===== src/rtl/cur_pkg.sv =====
// console serial unit package: item types, command and register codes, constants
// used by the channel interfaces and the core
`default_nettype none

package cur_pkg;

    localparam int unsigned CMD_W      = 2;
    localparam int unsigned SEL_W      = 2;
    localparam int unsigned WDATA_W    = 16;
    localparam int unsigned MS_W       = 32;
    localparam int unsigned BYTE_W     = 8;
    localparam int unsigned CHAR_W     = 7;
    localparam int unsigned GAP_W      = 16;
    localparam int unsigned TICKS_W    = 8;
    localparam int unsigned MAP_W      = 2;
    localparam int unsigned APB_DATA_W = 32;
    localparam int unsigned APB_ADDR_W = 4;

    localparam logic [CMD_W-1:0] CMD_READ  = 2'd0;
    localparam logic [CMD_W-1:0] CMD_WRITE = 2'd1;
    localparam logic [CMD_W-1:0] CMD_TICK  = 2'd2;

    localparam logic [SEL_W-1:0] SEL_RX_STATUS = 2'd0;
    localparam logic [SEL_W-1:0] SEL_RX_BUFFER = 2'd1;
    localparam logic [SEL_W-1:0] SEL_TX_STATUS = 2'd2;
    localparam logic [SEL_W-1:0] SEL_TX_BUFFER = 2'd3;

    localparam logic [1:0] CFG_RX_GAP_MS   = 2'd0;
    localparam logic [1:0] CFG_TX_TICKS    = 2'd1;
    localparam logic [1:0] CFG_NEWLINE_MAP = 2'd2;
    localparam logic [1:0] CFG_ERASE_MAP   = 2'd3;

    localparam logic [MAP_W-1:0] NL_CR_TO_LF  = 2'd1;
    localparam logic [MAP_W-1:0] NL_LF_TO_CR  = 2'd2;
    localparam logic [MAP_W-1:0] ER_BS_TO_DEL = 2'd1;
    localparam logic [MAP_W-1:0] ER_DEL_TO_BS = 2'd2;

    localparam logic [BYTE_W-1:0] CH_CR  = 8'h0D;
    localparam logic [BYTE_W-1:0] CH_LF  = 8'h0A;
    localparam logic [BYTE_W-1:0] CH_BS  = 8'h08;
    localparam logic [BYTE_W-1:0] CH_DEL = 8'h7F;

    localparam int unsigned BIT_DONE = 7;
    localparam int unsigned BIT_IE   = 6;

    localparam logic [TICKS_W-1:0] TX_TICKS_RESET = 8'd32;

    typedef struct packed {
        logic [CMD_W-1:0]   command;
        logic [SEL_W-1:0]   reg_select;
        logic [WDATA_W-1:0] write_data;
        logic [MS_W-1:0]    now_ms;
        logic               host_byte_valid;
        logic [BYTE_W-1:0]  host_byte;
        logic               rx_irq_pending;
    } t_in_item;

    typedef struct packed {
        logic [WDATA_W-1:0] read_data;
        logic               rx_irq;
        logic               tx_irq;
        logic               tx_valid;
        logic [CHAR_W-1:0]  tx_byte;
        logic               host_byte_taken;
        logic               newline_seen;
    } t_out_item;

endpackage

`default_nettype wire


===== src/rtl/cur_if.sv =====
// valid/ready channel interfaces for the console serial unit
// depends on cur_pkg for the item types
`default_nettype none

interface cur_in_if;
    logic                 valid;
    logic                 ready;
    cur_pkg::t_in_item    data;

    modport source (output valid, output data, input ready);
    modport sink   (input valid, input data, output ready);
endinterface

interface cur_out_if;
    logic                 valid;
    logic                 ready;
    cur_pkg::t_out_item   data;

    modport source (output valid, output data, input ready);
    modport sink   (input valid, input data, output ready);
endinterface

`default_nettype wire


===== src/rtl/console_uart_registers_core.sv =====
// console serial unit: receiver/transmitter status and buffer registers
// depends on cur_pkg and the channel interfaces in cur_if
//
// usage:
//   i_in carries items: register read, register write or poll tick. each accepted
//   item gives exactly one result item on o_out (read data, interrupt requests,
//   transmitted byte, host byte consumed, newline seen).
//   an item is accepted when valid and ready are both high.
//   an accepted item is captured in the input register; it is processed when the
//   result register is empty or o_out.ready is high, and its result is then registered
//   in the result register, which drives o_out.valid.
//   throughput: one item per cycle while o_out is not stalled; the state update is a
//   single pass of flag logic between the input register and the result register.
//   when the receiver stalls, the result register holds and the input register
//   still takes one more item; ready drops only when both are full.
//   apb port: rx_gap_ms at 0x0, tx_ticks at 0x4, newline_map at 0x8, erase_map
//   at 0xc; write only while no item is in flight. pready is tied high.
//   reset (synchronous, active low): both stages empty, rx done clear, tx ready set,
//   interrupt enables clear, tx_ticks 32, other settings zero.
`default_nettype none

module console_uart_registers_core (
    input  wire logic                            i_clk,
    input  wire logic                            i_rst_n,
    cur_in_if.sink                               i_in,
    cur_out_if.source                            o_out,
    input  wire logic                            psel,
    input  wire logic                            penable,
    input  wire logic                            pwrite,
    input  wire logic [cur_pkg::APB_ADDR_W-1:0]  paddr,
    input  wire logic [cur_pkg::APB_DATA_W-1:0]  pwdata,
    output logic      [cur_pkg::APB_DATA_W-1:0]  prdata,
    output logic                                 pready
);

    // configuration
    logic [cur_pkg::GAP_W-1:0]   r_rx_gap_ms;
    logic [cur_pkg::TICKS_W-1:0] r_tx_ticks;
    logic [cur_pkg::MAP_W-1:0]   r_newline_map;
    logic [cur_pkg::MAP_W-1:0]   r_erase_map;

    // pipeline
    logic                  r_in_valid;
    cur_pkg::t_in_item     r_in;
    logic                  r_out_valid;
    cur_pkg::t_out_item    r_out;
    logic                  w_advance;
    logic                  w_accept;

    // unit state
    logic                        r_rx_done,    n_rx_done;
    logic                        r_rx_ie,      n_rx_ie;
    logic [cur_pkg::CHAR_W-1:0]  r_rx_buf,     n_rx_buf;
    logic                        r_tx_ready,   n_tx_ready;
    logic                        r_tx_ie,      n_tx_ie;
    logic [cur_pkg::CHAR_W-1:0]  r_tx_buf,     n_tx_buf;
    logic [cur_pkg::TICKS_W-1:0] r_tx_cnt,     n_tx_cnt;
    logic [cur_pkg::MS_W-1:0]    r_last_ms,    n_last_ms;
    logic                        r_host_idle,  n_host_idle;
    cur_pkg::t_out_item          n_out;

    logic [cur_pkg::MS_W-1:0]    w_elapsed;
    logic                        w_gap_ok;
    logic [cur_pkg::TICKS_W-1:0] w_cnt_inc;
    logic                        w_cfg_wr;

    function automatic logic [cur_pkg::CHAR_W-1:0] map_char(
        input logic [cur_pkg::CHAR_W-1:0] c_in,
        input logic [cur_pkg::MAP_W-1:0]  nl_map,
        input logic [cur_pkg::MAP_W-1:0]  er_map
    );
        logic [cur_pkg::CHAR_W-1:0] c;
        c = c_in;
        if (nl_map == cur_pkg::NL_CR_TO_LF && c == cur_pkg::CH_CR[cur_pkg::CHAR_W-1:0]) begin
            c = cur_pkg::CH_LF[cur_pkg::CHAR_W-1:0];
        end else if (nl_map == cur_pkg::NL_LF_TO_CR
                     && c == cur_pkg::CH_LF[cur_pkg::CHAR_W-1:0]) begin
            c = cur_pkg::CH_CR[cur_pkg::CHAR_W-1:0];
        end
        if (er_map == cur_pkg::ER_BS_TO_DEL && c == cur_pkg::CH_BS[cur_pkg::CHAR_W-1:0]) begin
            c = cur_pkg::CH_DEL[cur_pkg::CHAR_W-1:0];
        end else if (er_map == cur_pkg::ER_DEL_TO_BS
                     && c == cur_pkg::CH_DEL[cur_pkg::CHAR_W-1:0]) begin
            c = cur_pkg::CH_BS[cur_pkg::CHAR_W-1:0];
        end
        return c;
    endfunction

    // handshake
    assign w_advance   = r_in_valid && (!r_out_valid || o_out.ready);
    assign i_in.ready  = !r_in_valid || w_advance;
    assign w_accept    = i_in.valid && i_in.ready;
    assign o_out.valid = r_out_valid;
    assign o_out.data  = r_out;

    // apb
    assign pready   = 1'b1;
    assign w_cfg_wr = psel && penable && pwrite && pready;

    always_comb begin
        prdata = '0;
        case (paddr[cur_pkg::APB_ADDR_W-1:2])
            cur_pkg::CFG_RX_GAP_MS:   prdata[cur_pkg::GAP_W-1:0]   = r_rx_gap_ms;
            cur_pkg::CFG_TX_TICKS:    prdata[cur_pkg::TICKS_W-1:0] = r_tx_ticks;
            cur_pkg::CFG_NEWLINE_MAP: prdata[cur_pkg::MAP_W-1:0]   = r_newline_map;
            cur_pkg::CFG_ERASE_MAP:   prdata[cur_pkg::MAP_W-1:0]   = r_erase_map;
            default:                  prdata = '0;
        endcase
    end

    always_ff @(posedge i_clk) begin
        if (!i_rst_n) begin
            r_rx_gap_ms   <= '0;
            r_tx_ticks    <= cur_pkg::TX_TICKS_RESET;
            r_newline_map <= '0;
            r_erase_map   <= '0;
        end else if (w_cfg_wr) begin
            case (paddr[cur_pkg::APB_ADDR_W-1:2])
                cur_pkg::CFG_RX_GAP_MS:   r_rx_gap_ms   <= pwdata[cur_pkg::GAP_W-1:0];
                cur_pkg::CFG_TX_TICKS:    r_tx_ticks    <= pwdata[cur_pkg::TICKS_W-1:0];
                cur_pkg::CFG_NEWLINE_MAP: r_newline_map <= pwdata[cur_pkg::MAP_W-1:0];
                cur_pkg::CFG_ERASE_MAP:   r_erase_map   <= pwdata[cur_pkg::MAP_W-1:0];
                default: ;
            endcase
        end
    end

    // item processing
    assign w_elapsed = r_in.now_ms - r_last_ms;
    assign w_gap_ok  = r_host_idle
                       || (w_elapsed >= {{(cur_pkg::MS_W-cur_pkg::GAP_W){1'b0}}, r_rx_gap_ms});
    assign w_cnt_inc = r_tx_cnt + 1'b1;

    always_comb begin
        n_rx_done   = r_rx_done;
        n_rx_ie     = r_rx_ie;
        n_rx_buf    = r_rx_buf;
        n_tx_ready  = r_tx_ready;
        n_tx_ie     = r_tx_ie;
        n_tx_buf    = r_tx_buf;
        n_tx_cnt    = r_tx_cnt;
        n_last_ms   = r_last_ms;
        n_host_idle = r_host_idle;
        n_out       = '0;

        case (r_in.command)
            cur_pkg::CMD_READ: begin
                case (r_in.reg_select)
                    cur_pkg::SEL_RX_STATUS: begin
                        n_out.read_data[cur_pkg::BIT_DONE] = r_rx_done;
                        n_out.read_data[cur_pkg::BIT_IE]   = r_rx_ie;
                    end
                    cur_pkg::SEL_RX_BUFFER: begin
                        if (r_rx_done) begin
                            n_rx_done = 1'b0;
                            n_out.read_data[cur_pkg::CHAR_W-1:0] = r_rx_buf;
                        end
                    end
                    cur_pkg::SEL_TX_STATUS: begin
                        n_out.read_data[cur_pkg::BIT_DONE] = r_tx_ready;
                        n_out.read_data[cur_pkg::BIT_IE]   = r_tx_ie;
                    end
                    default: ;
                endcase
            end
            cur_pkg::CMD_WRITE: begin
                case (r_in.reg_select)
                    cur_pkg::SEL_RX_STATUS: begin
                        n_out.rx_irq = r_in.write_data[cur_pkg::BIT_IE] && !r_rx_ie && r_rx_done;
                        n_rx_ie      = r_in.write_data[cur_pkg::BIT_IE];
                    end
                    cur_pkg::SEL_TX_STATUS: begin
                        n_out.tx_irq = r_in.write_data[cur_pkg::BIT_IE] && !r_tx_ie && r_tx_ready;
                        n_tx_ie      = r_in.write_data[cur_pkg::BIT_IE];
                    end
                    cur_pkg::SEL_TX_BUFFER: begin
                        n_tx_buf   = r_in.write_data[cur_pkg::CHAR_W-1:0];
                        n_tx_ready = 1'b0;
                        n_tx_cnt   = '0;
                    end
                    default: ;
                endcase
            end
            cur_pkg::CMD_TICK: begin
                if (!r_rx_done && !r_in.rx_irq_pending && w_gap_ok) begin
                    if (r_in.host_byte_valid) begin
                        n_out.newline_seen    = (r_in.host_byte == cur_pkg::CH_LF)
                                                || (r_in.host_byte == cur_pkg::CH_CR);
                        n_out.host_byte_taken = 1'b1;
                        n_out.rx_irq          = r_rx_ie;
                        n_rx_buf    = map_char(r_in.host_byte[cur_pkg::CHAR_W-1:0],
                                               r_newline_map, r_erase_map);
                        n_rx_done   = 1'b1;
                        n_last_ms   = r_in.now_ms;
                        n_host_idle = 1'b0;
                    end else begin
                        n_host_idle = 1'b1;
                    end
                end
                if (!r_tx_ready) begin
                    n_tx_cnt = w_cnt_inc;
                    if (w_cnt_inc > r_tx_ticks) begin
                        n_out.tx_valid = 1'b1;
                        n_out.tx_byte  = r_tx_buf;
                        n_out.tx_irq   = r_tx_ie;
                        n_tx_ready     = 1'b1;
                    end
                end
            end
            default: ;
        endcase
    end

    always_ff @(posedge i_clk) begin
        if (!i_rst_n) begin
            r_in_valid  <= 1'b0;
            r_out_valid <= 1'b0;
            r_rx_done   <= 1'b0;
            r_rx_ie     <= 1'b0;
            r_rx_buf    <= '0;
            r_tx_ready  <= 1'b1;
            r_tx_ie     <= 1'b0;
            r_tx_buf    <= '0;
            r_tx_cnt    <= '0;
            r_last_ms   <= '0;
            r_host_idle <= 1'b1;
        end else begin
            if (w_accept) begin
                r_in_valid <= 1'b1;
            end else if (w_advance) begin
                r_in_valid <= 1'b0;
            end
            if (w_advance) begin
                r_out_valid <= 1'b1;
                r_rx_done   <= n_rx_done;
                r_rx_ie     <= n_rx_ie;
                r_rx_buf    <= n_rx_buf;
                r_tx_ready  <= n_tx_ready;
                r_tx_ie     <= n_tx_ie;
                r_tx_buf    <= n_tx_buf;
                r_tx_cnt    <= n_tx_cnt;
                r_last_ms   <= n_last_ms;
                r_host_idle <= n_host_idle;
            end else if (o_out.ready) begin
                r_out_valid <= 1'b0;
            end
        end
    end

    // payload registers
    always_ff @(posedge i_clk) begin
        if (w_accept) begin
            r_in <= i_in.data;
        end
        if (w_advance) begin
            r_out <= n_out;
        end
    end

endmodule

`default_nettype wire

===== src/flat_wrapper.sv =====
// flat-port wrapper written by rule: the top's interface ports become plain ports
module console_uart_registers_core_flat 
  (i_clk, i_rst_n, psel, penable, pwrite, paddr, pwdata, prdata, pready, i_in_valid, i_in_data, i_in_ready, o_out_valid, o_out_data, o_out_ready);
  cur_in_if i_in_i ();
  cur_out_if o_out_i ();
  input  wire logic i_clk;
  input  wire logic i_rst_n;
  input  wire logic psel;
  input  wire logic penable;
  input  wire logic pwrite;
  input  wire logic [cur_pkg::APB_ADDR_W-1:0] paddr;
  input  wire logic [cur_pkg::APB_DATA_W-1:0] pwdata;
  output logic      [cur_pkg::APB_DATA_W-1:0] prdata;
  output logic pready;
  input wire logic [$bits(i_in_i.valid)-1:0] i_in_valid;
  input wire logic [$bits(i_in_i.data)-1:0] i_in_data;
  output wire logic [$bits(i_in_i.ready)-1:0] i_in_ready;
  output wire logic [$bits(o_out_i.valid)-1:0] o_out_valid;
  output wire logic [$bits(o_out_i.data)-1:0] o_out_data;
  input wire logic [$bits(o_out_i.ready)-1:0] o_out_ready;
  assign i_in_i.valid = i_in_valid;
  assign i_in_i.data = i_in_data;
  assign i_in_ready = i_in_i.ready;
  assign o_out_valid = o_out_i.valid;
  assign o_out_data = o_out_i.data;
  assign o_out_i.ready = o_out_ready;
  console_uart_registers_core u_core (.i_clk(i_clk), .i_rst_n(i_rst_n), .i_in(i_in_i), .o_out(o_out_i), .psel(psel), .penable(penable), .pwrite(pwrite), .paddr(paddr), .pwdata(pwdata), .prdata(prdata), .pready(pready));
endmodule

===== config.mk =====
export PLATFORM = sky130hd
export DESIGN_NAME = console_uart_registers_core_flat
export DESIGN_NICKNAME = d
export VERILOG_FILES = /design/src/rtl/cur_pkg.sv /design/src/rtl/cur_if.sv /design/src/rtl/console_uart_registers_core.sv /design/src/flat_wrapper.sv
export SDC_FILE = /design/constraint.sdc
export NUM_CORES = 1
export LEC_CHECK = 0
export ABC_CLOCK_PERIOD_IN_PS = 4910
export BUFFER_PORTS_ARGS = -buffer_cell sky130_fd_sc_hd__buf_2
export CORE_MARGIN = 3
export CORE_UTILIZATION = 38
export CTS_BUF_LIST = sky130_fd_sc_hd__clkbuf_8
export CTS_CLUSTER_SIZE = 25
export DETAILED_ROUTE_END_ITERATION = 7
export GPL_TIMING_DRIVEN = 0
export MAX_ROUTING_LAYER = met4
export PLACE_DENSITY = 0.69
export SKIP_CTS_REPAIR_TIMING = 1
export SLEW_MARGIN = 25
export SYNTH_ARGS = -nofsm -noshare
export SYNTH_HDL_FRONTEND = slang
export SYNTH_SLANG_ARGS = --single-unit

===== constraint.sdc =====
create_clock -name i_clk -period 4.91 [get_ports i_clk]
set_clock_uncertainty 0.05 [all_clocks]
set_input_delay 0.7365 -clock i_clk [delete_from_list [all_inputs] [get_ports i_clk]]
set_output_delay 0.7365 -clock i_clk [all_outputs]
set_load 0.02 [all_outputs]

==> metrics.yaml <==
critical_path:
  worstPathMaxFanout: 4
  start_kind: "flip-flop"
  crit_chain: "inv_1 > ha_1 > fa_2 > nor2b_2 > o2111ai_4 > nand2_1 > a31oi_1 > o21ai_1 > xor2_1 > ha_1 > a21oi_1 > nand2_1 > a211oi_1 > nor2_1 > nor3_1 > nor4b_2 > nand4_1 > o311ai_4 > buf_4 > nor2_1 > a32o_1"
  cp_num_buf_inv: 2
  endpoint_kind: "flip-flop"
  slowest_stage: "edfxtp_1"
  crit_required_ns: 5.09
  critPathMaxStageDelay_ns: 0.41
  crit_family: "compound AO/OA/AOI/OAI gates"
  worstSetupPathType: "reg -> reg"
  worstPathArrival_ns: 4.88
yosys:
  syn_avg_cell_area_sq_um: 9.287
  synth_seq_area_share: 0.4322
  synth-main-ff-cell: "dfxtp_1"
  synth.largest_area_cell: "edfxtp_1"
  yosys.cell_count.top_type: "nand2_1"
  synth_cells: 990
  synth-adder-area-share: 0.08247
  synth_area_leaders: "edfxtp_1, dfxtp_1, ha_1"
  synth-edff-count: 73
  yosys-top-cells-count: "nand2_1, dfxtp_1, edfxtp_1"
  synth_simple_gate_area_frac: 0.1814
  ys_warn_count: 0
  synth_seq_cells: 162
  synth_top_family_by_area: "simple AND/OR/NAND/NOR gates"
  syn_area_sq_um: 9194
  yosysUniqueCellTypes: 66
  synth_xor_area_frac: 0.02286
  ys_async_sr_fraction: 0
  synth_compound_area_frac: 0.1351
  yosysTopAreaCellShare: 0.2384
  synth_mux_area_frac: 0.08125
grt:
  grt_antenna_before_repair: 0
  grt_max_degree: 49
  grt-ovfl-total: 0
  groute.usage.overall: 0.1714
  grt_pass1_vias: 6979
  grt_pass1_wl_um: 35000
detailed_routing:
  wire_per_inst_um: 14.71
  drt-total-wl_um: 21850
  vias_per_cell: 4.988
  drt_iter0_markers: 452
  vias: 7407
  drtPass1Iterations: 5
  ant_nets: 0
  route.detailed.drc: 0
timing:
  max_freq_mhz: 212.7
  tns_ns: 0
  maxSlewHeadroom: 0.3967
  worst_pin_slew_ns: 0.9026
  drv_slew: 0
  period_share: 0.9574
  worst_slack_ns: 0.2091
  finalHoldViolCount: 0
  finalCriticalPeriod_ns: 4.701
  setup_viol: 0
job:
  maxCapViolCount: 0
placed_design:
  place_hpwl_um: 16970
  gp_congestion: 0.8809
  dp_slack_ns: -0.3443
  numPortBuffers: 114
  place_area_sq_um: 10280
pwr:
  vdd_ir_drop_max_mv: 0.1717
  powerDensity_nw_per_um2: 267.6
  p_total_mw: 2.907
  p_leak_nw: 4.209
clocking:
  cts_buffers: 17
  cts_tree: "built"
  clk-insertion-delay-late_ns: 0.47
  clockBufferDepth: 2
  cts_root_buf: "clkbuf_8"
  htree_levels: 4
  clkTransAtPathRegs_ns: 0.11
  cts.sinks: 162
floorplan:
  rows: 56
  ios: 168
  initial_core_util: 0.3894
  fp.coreArea_sq_um: 23610
  fp.dieW_um: 161.5
  die-area_sq_um: 26100
  die_h_um: 161.5
finish:
  finalInstanceArea_sq_um: 10870
  area_delta_synth_final_pct: 18.18
  n_antenna_cell: 0
  layout-drive-gt1-share: 0.1784
  finalNetCount: 1318
hold_path:
  hold_path_class: "in -> reg"
outcome:
  status: "finished, final reports clean"
## through the flow
step	utilization	hold WS, ns	instances
final	0.4602	0.3838	1485
after global routing	0.4602	0.3445	1485
after CTS	0.4538	0.3466	1479
after detailed placement	0.4354	0.3946	1447
after global placement	0.4341	0.3921	1446
after floorplan	-	0.3801	1013
## cell families (layout without fill, tap and decap cells)
family,Yosys count,count (layout)
AND/OR/NAND/NOR,348,348
AO/OA/AOI/OAI,192,192
flip-flops,162,162
buffers and inverters,130,283
multiplexers,72,72
adder cells (fa/ha/maj),60,60
XOR/XNOR,24,24
other,2,25
## final cells by class
type	instances	area [sq um]
fillers	2306	12750
multi-input cells	721	4827
flip-flops and latches	162	3974
repair buffers	121	643.1
well taps	319	399.1
plain buffers	63	335.3
inverters	67	251.5
clock buffers	17	234.0
clock inverters	15	201.4
## placed cells by master, fill, tap and decap left out, types with 4 or more instances in the layout
master	n
o31ai_1	4
o21a_1	11
nor3_1	21
a21oi_2	5
inv_1	67
a211oi_1	9
dfxtp_1	89
buf_4	31
nand2b_1	12
clkbuf_8	17
or3_1	6
clkbuf_1	31
o21ai_0	41
o211ai_1	5
clkinv_8	6
o21ai_1	10
nand2_1	161
nor3b_1	4
conb_1	25
ha_1	56
a31oi_1	4
buf_2	118
and2_1	20
nand3_1	13
a21boi_0	19
inv_8	4
a21oi_1	45
nor2b_1	34
xnor2_1	13
nand4_1	17
mux2i_1	69
nor2_1	38
edfxtp_1	73
xor2_1	11
and3_1	5
a21o_1	10
## report_power, final
group / switching (mW) / total, mW / internal (mW) / leakage, nW
logic: 0.244 / 0.408 / 0.164 / 2.56
registers: 0.0270 / 1.48 / 1.45 / 1.43
clock network: 0.619 / 1.02 / 0.403 / 0.215
## per-layer routing
layer	part of all wire	up-vias	track usage
met5	0	-	-
li1	-	3747	-
met3	0.054	22	0.03052
met1	0.45	3453	0.2207
met2	0.48	185	0.2772
met4	0.016	0	0.05123
## final timing paths
path,start,endpoint,slack (ns),cells past startpoint
worst min register to register,u_core.r_rx_buf[2]$_SDFFE_PN0P_,u_core.r_rx_buf[2]$_SDFFE_PN0P_,0.41,2
worst min-delay path,i_in_data[10],u_core.r_in[10]$_DFFE_PP_,0.38,1
worst max-delay path,u_core.r_in[10]$_DFFE_PP_,u_core.o_out.data[11]$_DFFE_PP_,0.21,21
worst max register to register,u_core.r_in[10]$_DFFE_PP_,u_core.o_out.data[11]$_DFFE_PP_,0.21,21
## worst reg2reg max path: stages (launching register included)
cell       delay (ns)
edfxtp_1         0.41
inv_1            0.06
ha_1             0.21
fa_2             0.37
nor2b_2          0.19
o2111ai_4        0.16
nand2_1          0.16
a31oi_1          0.13
o21ai_1          0.18
xor2_1           0.21
ha_1             0.28
a21oi_1          0.16
nand2_1          0.07
a211oi_1         0.29
nor2_1           0.11
nor3_1           0.16
nor4b_2          0.23
nand4_1          0.21
o311ai_4         0.31
buf_4            0.16
nor2_1           0.07
a32o_1           0.27
## registers in the layout, summed over array words and instances, names as in the netlist, 2 cells and up
name	count
u_core.r_newline_map	2
u_core.r_tx_ticks	8
u_core.r_last_ms	32
u_core.r_rx_gap_ms	16
u_core.r_in	53
u_core.r_rx_buf	7
u_core.r_tx_buf	7
u_core.r_erase_map	2
u_core.o_out.data	20
u_core.r_tx_cnt	8
No activity file was read; power rests on OpenSTA's default activity.
